--- src/design/tapd_pkg.sv ---
// ----------------------------------------------------------------------------
// tapd_pkg
// Shared types, constants and helper functions for the tape pulse decoder.
// ----------------------------------------------------------------------------
package tapd_pkg;

   // result kinds
   typedef enum logic [1:0] {
      KindByte = 2'd0,
      KindEnd  = 2'd1,
      KindRate = 2'd2
   } kind_type;

   localparam logic [7:0]  AmpReset   = 8'd40;
   localparam logic [6:0]  RatePulses = 7'd100;

   // rate = sum * 44100 / 1342 = sum * 22050 / 671
   localparam logic [14:0] RateNum    = 15'd22050;
   localparam logic [9:0]  RateDen    = 10'd671;
   // floor(2^40 / 671)
   localparam logic [30:0] RateRecip  = 31'd1638616434;
   localparam logic [28:0] RateMax    = '1;

   typedef struct packed {
      kind_type    kind;
      logic [7:0]  byte_value;
      logic [23:0] byte_count;
      logic        name_end;
      logic [15:0] suspicious_count;
   } result_type;

   // load enables of the rate scaling stages
   typedef struct packed {
      logic s2;
      logic s3;
      logic s4;
      logic s5;
   } stage_en_type;

   // floor(amp * 70 / 100) = floor(amp * 7 / 10); y * 6554 >> 16 is exact for y < 16384
   function automatic logic [7:0] min_amp_of(input logic [7:0] amp);
      logic [10:0] y;
      logic [23:0] p;
      y = 11'(amp) * 11'd7;
      p = 24'(y) * 24'd6554;
      return p[23:16];
   endfunction

endpackage

--- src/design/tapd_if.sv ---
// ----------------------------------------------------------------------------
// tapd channel interfaces
// Valid/ready channels for requests, responses and the amplitude register.
// ----------------------------------------------------------------------------
interface tapd_req_if;
   logic       valid;
   logic       ready;
   logic [7:0] sample;
   logic       new_recording;

   modport source (output valid, output sample, output new_recording, input ready);
   modport sink   (input valid, input sample, input new_recording, output ready);
endinterface

interface tapd_rsp_if;
   logic        valid;
   logic        ready;
   logic [1:0]  kind;
   logic [7:0]  byte_value;
   logic [23:0] byte_count;
   logic        name_end;
   logic [15:0] suspicious_count;
   logic [28:0] rate_hz;

   modport source (output valid, output kind, output byte_value, output byte_count,
                   output name_end, output suspicious_count, output rate_hz, input ready);
   modport sink   (input valid, input kind, input byte_value, input byte_count,
                   input name_end, input suspicious_count, input rate_hz, output ready);
endinterface

interface tapd_csr_if;
   logic       valid;
   logic       ready;
   logic [7:0] expected_amplitude;

   modport source (output valid, output expected_amplitude, input ready);
   modport sink   (input valid, input expected_amplitude, output ready);
endinterface

--- src/design/tapd_decode.sv ---
// ----------------------------------------------------------------------------
// tapd_decode
// Pulse phase tracking, bit and byte assembly and pulse length summing.
// ----------------------------------------------------------------------------
module tapd_decode (
   input  logic                 clock,
   input  logic                 reset,
   input  logic                 amp_write,
   input  logic [7:0]           amp_data,
   input  logic                 fire,
   input  logic [7:0]           sample,
   input  logic                 new_recording,
   output logic                 has_result,
   output tapd_pkg::result_type result,
   output logic [23:0]          length_sum
);
   import tapd_pkg::*;

   logic        started_ff, started_in;
   logic        stopped_ff, stopped_in;
   logic        falling_ff, falling_in;
   logic [7:0]  prev_ff, prev_in;
   logic [7:0]  peak_ff, peak_in;
   logic [31:0] pos_ff, pos_in;
   logic [31:0] rise_start_ff, rise_start_in;
   logic [31:0] fall_start_ff, fall_start_in;
   logic        any_pulse_ff, any_pulse_in;
   logic [7:0]  pulses_ff, pulses_in;
   logic [7:0]  shift_ff, shift_in;
   logic [2:0]  bit_idx_ff, bit_idx_in;
   logic [23:0] bytes_ff, bytes_in;
   logic        name_seen_ff, name_seen_in;
   logic [23:0] lsum_ff, lsum_in;
   logic [6:0]  lcount_ff, lcount_in;
   logic [15:0] susp_ff, susp_in;
   logic [7:0]  min_amp_ff;

   logic [31:0] pos_next;
   logic [31:0] rise_diff, fall_diff;
   logic [15:0] rise_len, fall_len;
   logic [17:0] fall_len3;
   logic        amp_ok;
   logic        boundary;
   logic        bit_val;
   logic [7:0]  shift_next;
   logic [24:0] lsum_wide;
   logic [6:0]  lcount_next;

   always_comb begin
      pos_next   = pos_ff + 32'd1;
      rise_diff  = fall_start_ff - rise_start_ff;
      fall_diff  = pos_next - fall_start_ff;
      rise_len   = (|rise_diff[31:16]) ? 16'hFFFF : rise_diff[15:0];
      fall_len   = (|fall_diff[31:16]) ? 16'hFFFF : fall_diff[15:0];
      fall_len3  = {2'b00, fall_len} + {1'b0, fall_len, 1'b0};
      amp_ok     = {1'b0, peak_ff} >= ({1'b0, prev_ff} + {1'b0, min_amp_ff});
      boundary   = ({2'b00, rise_len} > fall_len3) && any_pulse_ff;
      lsum_wide  = {1'b0, lsum_ff} + 25'(rise_len) + 25'(fall_len);
      lcount_next = lcount_ff + 7'd1;
      bit_val    = 1'b0;
      shift_next = shift_ff;

      started_in    = started_ff;
      stopped_in    = stopped_ff;
      falling_in    = falling_ff;
      prev_in       = prev_ff;
      peak_in       = peak_ff;
      pos_in        = pos_ff;
      rise_start_in = rise_start_ff;
      fall_start_in = fall_start_ff;
      any_pulse_in  = any_pulse_ff;
      pulses_in     = pulses_ff;
      shift_in      = shift_ff;
      bit_idx_in    = bit_idx_ff;
      bytes_in      = bytes_ff;
      name_seen_in  = name_seen_ff;
      lsum_in       = lsum_ff;
      lcount_in     = lcount_ff;
      susp_in       = susp_ff;

      has_result              = 1'b0;
      result.kind             = KindByte;
      result.byte_value       = 8'd0;
      result.byte_count       = bytes_ff;
      result.name_end         = 1'b0;
      result.suspicious_count = susp_ff;

      if (fire) begin
         if (new_recording) begin
            // start over: this sample only seeds the previous sample
            started_in    = 1'b1;
            stopped_in    = 1'b0;
            falling_in    = 1'b0;
            prev_in       = sample;
            peak_in       = 8'd0;
            pos_in        = 32'd0;
            rise_start_in = 32'd0;
            fall_start_in = 32'd0;
            any_pulse_in  = 1'b0;
            pulses_in     = 8'd0;
            shift_in      = 8'd0;
            bit_idx_in    = 3'd0;
            bytes_in      = 24'd0;
            name_seen_in  = 1'b0;
            lsum_in       = 24'd0;
            lcount_in     = 7'd0;
            susp_in       = 16'd0;
         end else if (started_ff && !stopped_ff) begin
            pos_in  = pos_next;
            prev_in = sample;
            if (!falling_ff) begin
               if (sample < prev_ff) begin
                  peak_in       = prev_ff;
                  falling_in    = 1'b1;
                  fall_start_in = pos_next;
               end
            end else if (sample > prev_ff) begin
               falling_in = 1'b0;
               if (amp_ok) begin
                  rise_start_in = pos_next;
                  if (boundary) begin
                     if (pulses_ff == 8'd1) begin
                        // end of program: freeze until the next recording
                        stopped_in  = 1'b1;
                        has_result  = 1'b1;
                        result.kind = KindEnd;
                     end else begin
                        case (pulses_ff)
                           8'd4:       bit_val = 1'b0;
                           8'd8, 8'd9: bit_val = 1'b1;
                           default: begin
                              bit_val = 1'b0;
                              if (susp_ff != 16'hFFFF) begin
                                 susp_in = susp_ff + 16'd1;
                              end
                           end
                        endcase
                        shift_next = {shift_ff[6:0], bit_val};
                        shift_in   = shift_next;
                        bit_idx_in = bit_idx_ff + 3'd1;
                        if (bit_idx_ff == 3'd7) begin
                           if (bytes_ff != 24'hFFFFFF) begin
                              bytes_in = bytes_ff + 24'd1;
                           end
                           has_result        = 1'b1;
                           result.kind       = KindByte;
                           result.byte_value = shift_next;
                           result.byte_count = bytes_in;
                           result.name_end   = !name_seen_ff && shift_next[7];
                           if (shift_next[7]) begin
                              name_seen_in = 1'b1;
                           end
                           shift_in = 8'd0;
                        end
                        result.suspicious_count = susp_in;
                        pulses_in    = 8'd1;
                        any_pulse_in = 1'b1;
                     end
                  end else begin
                     if (bytes_ff != 24'd0 && lcount_ff < RatePulses) begin
                        lsum_in   = lsum_wide[24] ? 24'hFFFFFF : lsum_wide[23:0];
                        lcount_in = lcount_next;
                        if (lcount_next == RatePulses) begin
                           has_result  = 1'b1;
                           result.kind = KindRate;
                        end
                     end
                     if (pulses_ff != 8'hFF) begin
                        pulses_in = pulses_ff + 8'd1;
                     end
                     any_pulse_in = 1'b1;
                  end
               end
            end
         end
      end
   end

   assign length_sum = lsum_in;

   always_ff @(posedge clock) begin
      if (reset) begin
         min_amp_ff    <= min_amp_of(AmpReset);
         started_ff    <= 1'b0;
         stopped_ff    <= 1'b0;
         falling_ff    <= 1'b0;
         prev_ff       <= 8'd0;
         peak_ff       <= 8'd0;
         pos_ff        <= 32'd0;
         rise_start_ff <= 32'd0;
         fall_start_ff <= 32'd0;
         any_pulse_ff  <= 1'b0;
         pulses_ff     <= 8'd0;
         shift_ff      <= 8'd0;
         bit_idx_ff    <= 3'd0;
         bytes_ff      <= 24'd0;
         name_seen_ff  <= 1'b0;
         lsum_ff       <= 24'd0;
         lcount_ff     <= 7'd0;
         susp_ff       <= 16'd0;
      end else begin
         if (amp_write) begin
            min_amp_ff <= min_amp_of(amp_data);
         end
         started_ff    <= started_in;
         stopped_ff    <= stopped_in;
         falling_ff    <= falling_in;
         prev_ff       <= prev_in;
         peak_ff       <= peak_in;
         pos_ff        <= pos_in;
         rise_start_ff <= rise_start_in;
         fall_start_ff <= fall_start_in;
         any_pulse_ff  <= any_pulse_in;
         pulses_ff     <= pulses_in;
         shift_ff      <= shift_in;
         bit_idx_ff    <= bit_idx_in;
         bytes_ff      <= bytes_in;
         name_seen_ff  <= name_seen_in;
         lsum_ff       <= lsum_in;
         lcount_ff     <= lcount_in;
         susp_ff       <= susp_in;
      end
   end

endmodule

--- src/design/tapd_rate_scale.sv ---
// ----------------------------------------------------------------------------
// tapd_rate_scale
// Four-stage constant scaling of the pulse length sum into a sample rate.
// ----------------------------------------------------------------------------
module tapd_rate_scale (
   input  logic                   clock,
   input  tapd_pkg::stage_en_type en,
   input  logic [23:0]            length_sum,
   input  logic                   use_rate,
   output logic [28:0]            rate_hz
);
   import tapd_pkg::*;

   logic [38:0] prod_ff;
   logic [38:0] prod_mid_ff;
   logic [38:0] prod_end_ff;
   logic [49:0] part_hi_ff;
   logic [50:0] part_lo_ff;
   logic [29:0] quot_ff;
   logic [28:0] rate_ff;

   logic [49:0] quot_sum;
   logic [39:0] back;
   logic [10:0] rem;
   logic [29:0] quot_fix;

   always_comb begin
      // estimate may be one low; fix with a single compare
      quot_sum = part_hi_ff + 50'(part_lo_ff[50:20]);
      back     = 40'(quot_ff) * 40'(RateDen);
      rem      = 11'({1'b0, prod_end_ff} - back);
      quot_fix = quot_ff + 30'(rem >= 11'(RateDen));
   end

   always_ff @(posedge clock) begin
      if (en.s2) begin
         prod_ff <= 39'(length_sum) * 39'(RateNum);
      end
      if (en.s3) begin
         part_hi_ff  <= 50'(prod_ff[38:20]) * 50'(RateRecip);
         part_lo_ff  <= 51'(prod_ff[19:0]) * 51'(RateRecip);
         prod_mid_ff <= prod_ff;
      end
      if (en.s4) begin
         quot_ff     <= quot_sum[49:20];
         prod_end_ff <= prod_mid_ff;
      end
      if (en.s5) begin
         if (!use_rate) begin
            rate_ff <= '0;
         end else if (quot_fix > 30'(RateMax)) begin
            rate_ff <= RateMax;
         end else begin
            rate_ff <= quot_fix[28:0];
         end
      end
   end

   assign rate_hz = rate_ff;

endmodule

--- src/design/tape_audio_pulse_bit_decoder_top.sv ---
// ----------------------------------------------------------------------------
// tape_audio_pulse_bit_decoder_top
// Decodes tape audio samples into bytes, end markers and a rate estimate.
// ----------------------------------------------------------------------------
//
//   channel  direction  payload                                   handshake
//   req_ch   in         sample, new_recording                     valid/ready
//   rsp_ch   out        kind, byte_value, byte_count, name_end,   valid/ready
//                       suspicious_count, rate_hz
//   csr_ch   in         expected_amplitude                        valid/ready
//
// One request per cycle is taken while stage 0 is free; the decoder state updates once per request.
// A response reaches the output register through the input register, the decode step
// and four rate scaling stages.
// Requests that produce no response drop out after the decode step.
// Each stage moves when the next one is free, so bubbles collapse and a stalled
// response only blocks requests once all six stages are full.
// Synchronous reset clears the decoder state and loads the amplitude register from a setting of 40.
// The amplitude register takes a write in every cycle.
//
module tape_audio_pulse_bit_decoder_top (
   input  logic clock,
   input  logic reset,
   tapd_req_if.sink   req_ch,
   tapd_rsp_if.source rsp_ch,
   tapd_csr_if.sink   csr_ch
);
   import tapd_pkg::*;

   // stage 0 holds the raw request, stages 1 to 5 hold responses
   logic [5:0]  valid_ff, valid_in;
   logic [5:0]  free;
   logic [5:0]  load;
   logic [7:0]  sample_ff;
   logic        new_rec_ff;
   result_type  rec_ff [1:5];
   logic [23:0] lsum_ff;

   logic         fire;
   logic         has_result;
   result_type   dec_result;
   logic [23:0]  dec_lsum;
   stage_en_type stage_en;
   logic [28:0]  rate_hz;

   // free[i]: stage i can take a new entry this cycle
   always_comb begin
      free[5] = !valid_ff[5] || rsp_ch.ready;
      for (int i = 4; i >= 0; i--) begin
         free[i] = !valid_ff[i] || free[i+1];
      end
      fire    = valid_ff[0] && free[1];
      load[0] = req_ch.valid && free[0];
      load[1] = fire && has_result;
      for (int i = 2; i <= 5; i++) begin
         load[i] = valid_ff[i-1] && free[i];
      end
      for (int i = 0; i <= 4; i++) begin
         valid_in[i] = load[i] || (valid_ff[i] && !free[i+1]);
      end
      valid_in[5] = load[5] || (valid_ff[5] && !rsp_ch.ready);
   end

   assign req_ch.ready = free[0];
   assign csr_ch.ready = 1'b1;

   tapd_decode u_decode (
      .clock         (clock),
      .reset         (reset),
      .amp_write     (csr_ch.valid),
      .amp_data      (csr_ch.expected_amplitude),
      .fire          (fire),
      .sample        (sample_ff),
      .new_recording (new_rec_ff),
      .has_result    (has_result),
      .result        (dec_result),
      .length_sum    (dec_lsum)
   );

   assign stage_en.s2 = load[2];
   assign stage_en.s3 = load[3];
   assign stage_en.s4 = load[4];
   assign stage_en.s5 = load[5];

   tapd_rate_scale u_rate (
      .clock      (clock),
      .en         (stage_en),
      .length_sum (lsum_ff),
      .use_rate   (rec_ff[4].kind == KindRate),
      .rate_hz    (rate_hz)
   );

   // hold control state under reset
   always_ff @(posedge clock) begin
      if (reset) begin
         valid_ff <= '0;
      end else begin
         valid_ff <= valid_in;
      end
   end

   // advance payload
   always_ff @(posedge clock) begin
      if (load[0]) begin
         sample_ff  <= req_ch.sample;
         new_rec_ff <= req_ch.new_recording;
      end
      if (load[1]) begin
         rec_ff[1] <= dec_result;
         lsum_ff   <= dec_lsum;
      end
      for (int i = 2; i <= 5; i++) begin
         if (load[i]) begin
            rec_ff[i] <= rec_ff[i-1];
         end
      end
   end

   assign rsp_ch.valid            = valid_ff[5];
   assign rsp_ch.kind             = rec_ff[5].kind;
   assign rsp_ch.byte_value       = rec_ff[5].byte_value;
   assign rsp_ch.byte_count       = rec_ff[5].byte_count;
   assign rsp_ch.name_end         = rec_ff[5].name_end;
   assign rsp_ch.suspicious_count = rec_ff[5].suspicious_count;
   assign rsp_ch.rate_hz          = rate_hz;

`ifndef SYNTH
   a_name_end_byte: assert property (@(posedge clock) disable iff (reset)
      rsp_ch.valid && rsp_ch.name_end |->
         rsp_ch.kind == KindByte && rsp_ch.byte_value[7])
      else $error("name end flagged on a non-byte or a byte without bit 7");

   a_rate_only_on_rate: assert property (@(posedge clock) disable iff (reset)
      rsp_ch.valid && rsp_ch.kind != KindRate |-> rsp_ch.rate_hz == '0)
      else $error("rate estimate leaked into another response kind");

   a_end_empty: assert property (@(posedge clock) disable iff (reset)
      rsp_ch.valid && rsp_ch.kind == KindEnd |->
         rsp_ch.byte_value == '0 && rsp_ch.name_end == 1'b0)
      else $error("end marker carries byte data");

   a_stall_means_full: assert property (@(posedge clock) disable iff (reset)
      !req_ch.ready |-> &valid_ff)
      else $error("request stalled while a stage is empty");

   a_held_request: assert property (@(posedge clock) disable iff (reset)
      valid_ff[0] && !free[1] |=> valid_ff[0] && $stable(sample_ff))
      else $error("blocked request lost from the input register");
`endif

endmodule

--- src/flat_wrapper.sv ---
// flat-port wrapper written by rule: the top's interface ports become plain ports
module tape_audio_pulse_bit_decoder_top_flat import tapd_pkg::*;
  (clock, reset, req_ch_valid, req_ch_sample, req_ch_new_recording, req_ch_ready, rsp_ch_valid, rsp_ch_kind, rsp_ch_byte_value, rsp_ch_byte_count, rsp_ch_name_end, rsp_ch_suspicious_count, rsp_ch_rate_hz, rsp_ch_ready, csr_ch_valid, csr_ch_expected_amplitude, csr_ch_ready);
  tapd_req_if req_ch_i ();
  tapd_rsp_if rsp_ch_i ();
  tapd_csr_if csr_ch_i ();
  input  logic clock;
  input  logic reset;
  input wire logic [$bits(req_ch_i.valid)-1:0] req_ch_valid;
  input wire logic [$bits(req_ch_i.sample)-1:0] req_ch_sample;
  input wire logic [$bits(req_ch_i.new_recording)-1:0] req_ch_new_recording;
  output wire logic [$bits(req_ch_i.ready)-1:0] req_ch_ready;
  output wire logic [$bits(rsp_ch_i.valid)-1:0] rsp_ch_valid;
  output wire logic [$bits(rsp_ch_i.kind)-1:0] rsp_ch_kind;
  output wire logic [$bits(rsp_ch_i.byte_value)-1:0] rsp_ch_byte_value;
  output wire logic [$bits(rsp_ch_i.byte_count)-1:0] rsp_ch_byte_count;
  output wire logic [$bits(rsp_ch_i.name_end)-1:0] rsp_ch_name_end;
  output wire logic [$bits(rsp_ch_i.suspicious_count)-1:0] rsp_ch_suspicious_count;
  output wire logic [$bits(rsp_ch_i.rate_hz)-1:0] rsp_ch_rate_hz;
  input wire logic [$bits(rsp_ch_i.ready)-1:0] rsp_ch_ready;
  input wire logic [$bits(csr_ch_i.valid)-1:0] csr_ch_valid;
  input wire logic [$bits(csr_ch_i.expected_amplitude)-1:0] csr_ch_expected_amplitude;
  output wire logic [$bits(csr_ch_i.ready)-1:0] csr_ch_ready;
  assign req_ch_i.valid = req_ch_valid;
  assign req_ch_i.sample = req_ch_sample;
  assign req_ch_i.new_recording = req_ch_new_recording;
  assign req_ch_ready = req_ch_i.ready;
  assign rsp_ch_valid = rsp_ch_i.valid;
  assign rsp_ch_kind = rsp_ch_i.kind;
  assign rsp_ch_byte_value = rsp_ch_i.byte_value;
  assign rsp_ch_byte_count = rsp_ch_i.byte_count;
  assign rsp_ch_name_end = rsp_ch_i.name_end;
  assign rsp_ch_suspicious_count = rsp_ch_i.suspicious_count;
  assign rsp_ch_rate_hz = rsp_ch_i.rate_hz;
  assign rsp_ch_i.ready = rsp_ch_ready;
  assign csr_ch_i.valid = csr_ch_valid;
  assign csr_ch_i.expected_amplitude = csr_ch_expected_amplitude;
  assign csr_ch_ready = csr_ch_i.ready;
  tape_audio_pulse_bit_decoder_top u_core (.clock(clock), .reset(reset), .req_ch(req_ch_i), .rsp_ch(rsp_ch_i), .csr_ch(csr_ch_i));
endmodule
--- config.mk ---
export PLATFORM = sky130hd
export DESIGN_NAME = tape_audio_pulse_bit_decoder_top_flat
export DESIGN_NICKNAME = d
export VERILOG_FILES = /design/src/design/tapd_pkg.sv /design/src/design/tapd_if.sv /design/src/design/tapd_decode.sv /design/src/design/tapd_rate_scale.sv /design/src/design/tape_audio_pulse_bit_decoder_top.sv /design/src/flat_wrapper.sv
export SDC_FILE = /design/constraint.sdc
export NUM_CORES = 2
export LEC_CHECK = 0
export BUFFER_PORTS_ARGS = -buffer_cell sky130_fd_sc_hd__buf_2
export CORE_MARGIN = 5
export CORE_UTILIZATION = 50
export DETAILED_ROUTE_END_ITERATION = 12
export HOLD_SLACK_MARGIN = 0.1
export PLACE_DENSITY = 0.66
export SLEW_MARGIN = 10
export SYNTH_ARGS = -nofsm -noshare
export SYNTH_HDL_FRONTEND = slang
export SYNTH_SLANG_ARGS = --single-unit
--- constraint.sdc ---
create_clock -name clock -period 15.15 [get_ports clock]
set_clock_uncertainty 0.05 [all_clocks]
set_input_delay 1.515 -clock clock [delete_from_list [all_inputs] [get_ports clock]]
set_output_delay 1.515 -clock clock [all_outputs]
set_load 0.05 [all_outputs]
==> flow_metrics.py <==
metrics = {
    "outcome": {
        "status": "completed",
    },
    "synth": {
        "synthTopCellsByArea": "edfxtp_1 24%, fa_1 19%, ha_1 17%",
        "syn_inst": 5753,
        "syn_area_mm2": 0.0603,
        "synth-xor-area-share_pct": 4.63,
        "synthMuxAreaShare_pct": 0.334,
        "ys_seq_area_share_pct": 31.4,
        "synth-simple-area-share_pct": 9.31,
        "synth.avg_cell_area_um2": 10.5,
        "synth_fa_ha_area_share_pct": 36.4,
        "synth_flop_cell": "edfxtp_1",
        "yosysWarnings": 0,
        "ys_types": 85,
        "synthArstFlopShare_pct": 0,
        "synth_top_family_by_area": "adder cells",
        "synth_edf_count": 484,
        "synth_compound_area_share_pct": 10.6,
        "synth_top_area_share_pct": 24.1,
        "synth_seq_cells": 704,
        "syn_nets": 7183,
        "yosysTopAreaCell": "edfxtp_1",
    },
    "place": {
        "postPlaceCellArea_mm2": 0.0626,
        "post-place-cells": 7377,
        "gp_congestion": 0.936,
        "port-buffer-count": 103,
        "place_ws_ns": 3.08,
        "hpwlAfterDp_um": 105000,
    },
    "timing": {
        "slew_headroom_pct": 19.6,
        "fmax_mhz": 82.4,
        "worstMarginPinSlew_ns": 1.20,
        "fin_crit_ns": 12.14,
        "fin_ws_ns": 3.01,
        "rsz0062_at_grt": "false",
        "final.period_utilization_pct": 80.1,
        "setup_viol": 0,
        "finalMaxSlewViolations": 0,
        "setup_tns_ns": 0,
        "hold_ws_ns": 0.364,
        "finalHoldViolations": 0,
    },
    "clock_tree": {
        "cts_sinks": 704,
        "cts-htree-levels": 3,
        "cts_root_buf": "clkbuf_16",
        "hold_buffers": 0,
        "clkTransAtPathRegs_ns": 0.06,
        "cts_resized": 0,
        "clock_path_buffers": 3,
        "cts_tree": "yes",
        "clk-insertion-delay-late_ns": 0.68,
        "post-cts-setup-buffer-count": 0,
        "cts_made_buffers": 81,
    },
    "detailed_routing": {
        "drt-initial-drc-count": 2336,
        "route.detailed.drc": 0,
        "dr.pass1.iters": 6,
        "via_count": 40468,
        "viasPerCell": 5.38,
        "ant_nets": 0,
        "routedWlPerCell_um": 17.5,
        "wirelength_um": 132000,
    },
    "worst_setup_path": {
        "reg2reg_from": "u_core.u_decode.pos_ff[0]$_SDFFE_PP0P_",
        "critPathLaunchType": "flop",
        "worst_path_most_repeated_cell": "a21oi_1",
        "cp-end-kind": "flop",
        "critPathLaunch": "u_core.u_decode.pos_ff[0]$_SDFFE_PP0P_",
        "cp_max_fo": 39,
        "critPathMaxStageDelay_ns": 0.86,
        "crit_slowest_cell": "nor2_4",
        "crit_arrival_ns": 12.40,
        "worstSetupPathType": "flop to flop",
        "crit_required_ns": 15.41,
    },
    "min_path": {
        "worstHoldPathType": "flop to flop",
        "hp-start": "u_core.rec_ff[4][5]$_DFFE_PP_",
    },
    "die": {
        "die_w_um": 357,
        "rows": 127,
        "die_h_um": 357,
        "start_util_pct": 50.3,
        "ios": 105,
        "die_area_mm2": 0.128,
        "core_area_mm2": 0.120,
    },
    "final_layout": {
        "final_common_cell": "inv_1",
        "fin_cells": 7527,
        "final_net_count": 7278,
        "fin_area_mm2": 0.0655,
        "antenna_cells": 0,
        "nFillCells": 10361,
        "syn2layout_area_growth_pct": 8.73,
        "final_cell_mix": "1051 x inv_1, 836 x ha_1, 572 x fa_1, 484 x edfxtp_1, 352 x nor2_1",
        "drive_above_1_share_pct": 5.48,
    },
    "grt": {
        "grt_max_degree": 78,
        "grt_pass1_wl_um": 216000,
        "grt_overflow_total": 0,
        "antenna_found_initial": 0,
        "track_usage_pct": 21.0,
        "grt_pass1_vias": 41349,
    },
    "power_and_ir_drop": {
        "ir_worst_vdd_uv": 346,
        "p_per_area_mw_per_mm2": 86.1,
        "p_leak_nw": 30.4,
    },
    "job": {
        "drv_cap": 0,
    },
}
## cell usage after synthesis, drive strengths merged (18+ instances only)
cell type	number
o21a	54
a21o	105
o21bai	32
xnor2	228
o21ai	175
a22oi	104
or3	19
nand3	109
and4	18
nand2	245
clkbuf	103
nand2b	39
ha	836
fa	572
a211oi	49
a31oi	34
and2	37
nand4	45
nor2	358
dfxtp	220
edfxtp	484
nor4	28
nor2b	46
or2	19
inv	1051
xor2	90
a21oi	285
and3	48
nor3	97
## per-layer routing
layer	vias up	track usage [%]	part of all wire (%)
li1	19726	-	-
met1	19805	28.1	45
met2	782	36.5	49
met3	155	2.80	4.4
met4	0	4.72	1.9
met5	-	0	0
## registers in the layout (all words and copies together), names as in the netlist, 7 cells and up
signal                         flops
u_core.lsum_ff                    24
u_core.u_decode.pulses_ff          8
u_core.u_decode.min_amp_ff         8
u_core.u_decode.shift_ff           7
u_core.u_rate.prod_mid_ff         10
u_core.u_rate.prod_ff             38
u_core.u_decode.prev_ff            8
u_core.u_rate.quot_ff             30
u_core.u_rate.part_hi_ff          49
u_core.u_decode.lcount_ff          7
u_core.u_decode.bytes_ff          24
u_core.sample_ff                   8
u_core.u_decode.fall_start_ff     32
u_core.u_rate.prod_end_ff         10
u_core.u_decode.lsum_ff           24
u_core.u_decode.rise_start_ff     32
u_core.u_decode.pos_ff            32
u_core.u_rate.part_lo_ff          30
u_core.rec_ff                    255
u_core.u_decode.susp_ff           16
u_core.u_rate.rate_hz             29
u_core.u_decode.peak_ff            8
## report_power, final
group	total (W)	switching (W)	internal [W]	leakage [nW]
combinational	0.00151	0.000848	0.000661	22.3
sequential	0.00205	0.00000749	0.00204	6.66
clock	0.00208	0.000829	0.00125	1.40
total	0.00564	0.00169	0.00396	30.4
## layout make-up
| cell class | count | area, um2 | area share, % |
|---|---|---|---|
| multi-input combinational | 3877 | 37000 | 56.4 |
| sequential | 704 | 18900 | 28.9 |
| inverter | 1052 | 3950 | 6.03 |
| clock buffer | 92 | 2090 | 3.19 |
| tap | 1612 | 2020 | 3.08 |
| clock inverter | 58 | 817 | 1.25 |
| timing repair buffer | 132 | 739 | 1.13 |
## critical path, delay by kind of cell (launching register included)
kind | cells | cell delay, ns
and+or+nand+nor | 16 | 4.91
AOI/OAI and AO/OA | 14 | 2.95
adders and majority gates | 5 | 1.77
buffers and inverters | 1 | 0.62
muxes | 2 | 0.54
DFF | 1 | 0.48
xor gates and xnor gates | 2 | 0.42
## stage by stage
stage	power, W	util (%)
finish	0.00564	54.7
detailed placement	0.00360	52.3
CTS	0.00571	54.7
floorplan	0.00327	-
global route	0.00605	54.7
global placement	0.00357	52.3
## logic make-up after synthesis
| kind of cell | count (synthesis) |
|---|---|
| buffers and inverters | 1172 |
| muxes | 19 |
| other | 1 |
| xor gates and xnor gates | 318 |
| adders and majority gates | 1408 |
| AOI/OAI and AO/OA | 984 |
| DFF | 704 |
| and+or+nand+nor | 1147 |
## final timing paths
| kind | to | slack, ns | cells past startpoint |
|---|---|---|---|
| setup reg to reg | u_core.rec_ff[1][2]$_DFFE_PP_ | 3.01 | 40 |
| hold / removal | u_core.rec_ff[5][5]$_DFFE_PP_ | 0.36 | 0 |
| setup / recovery | u_core.rec_ff[1][2]$_DFFE_PP_ | 3.01 | 40 |
| hold reg to reg | u_core.rec_ff[5][5]$_DFFE_PP_ | 0.36 | 0 |
No activity file was read; power rests on OpenSTA's default activity.
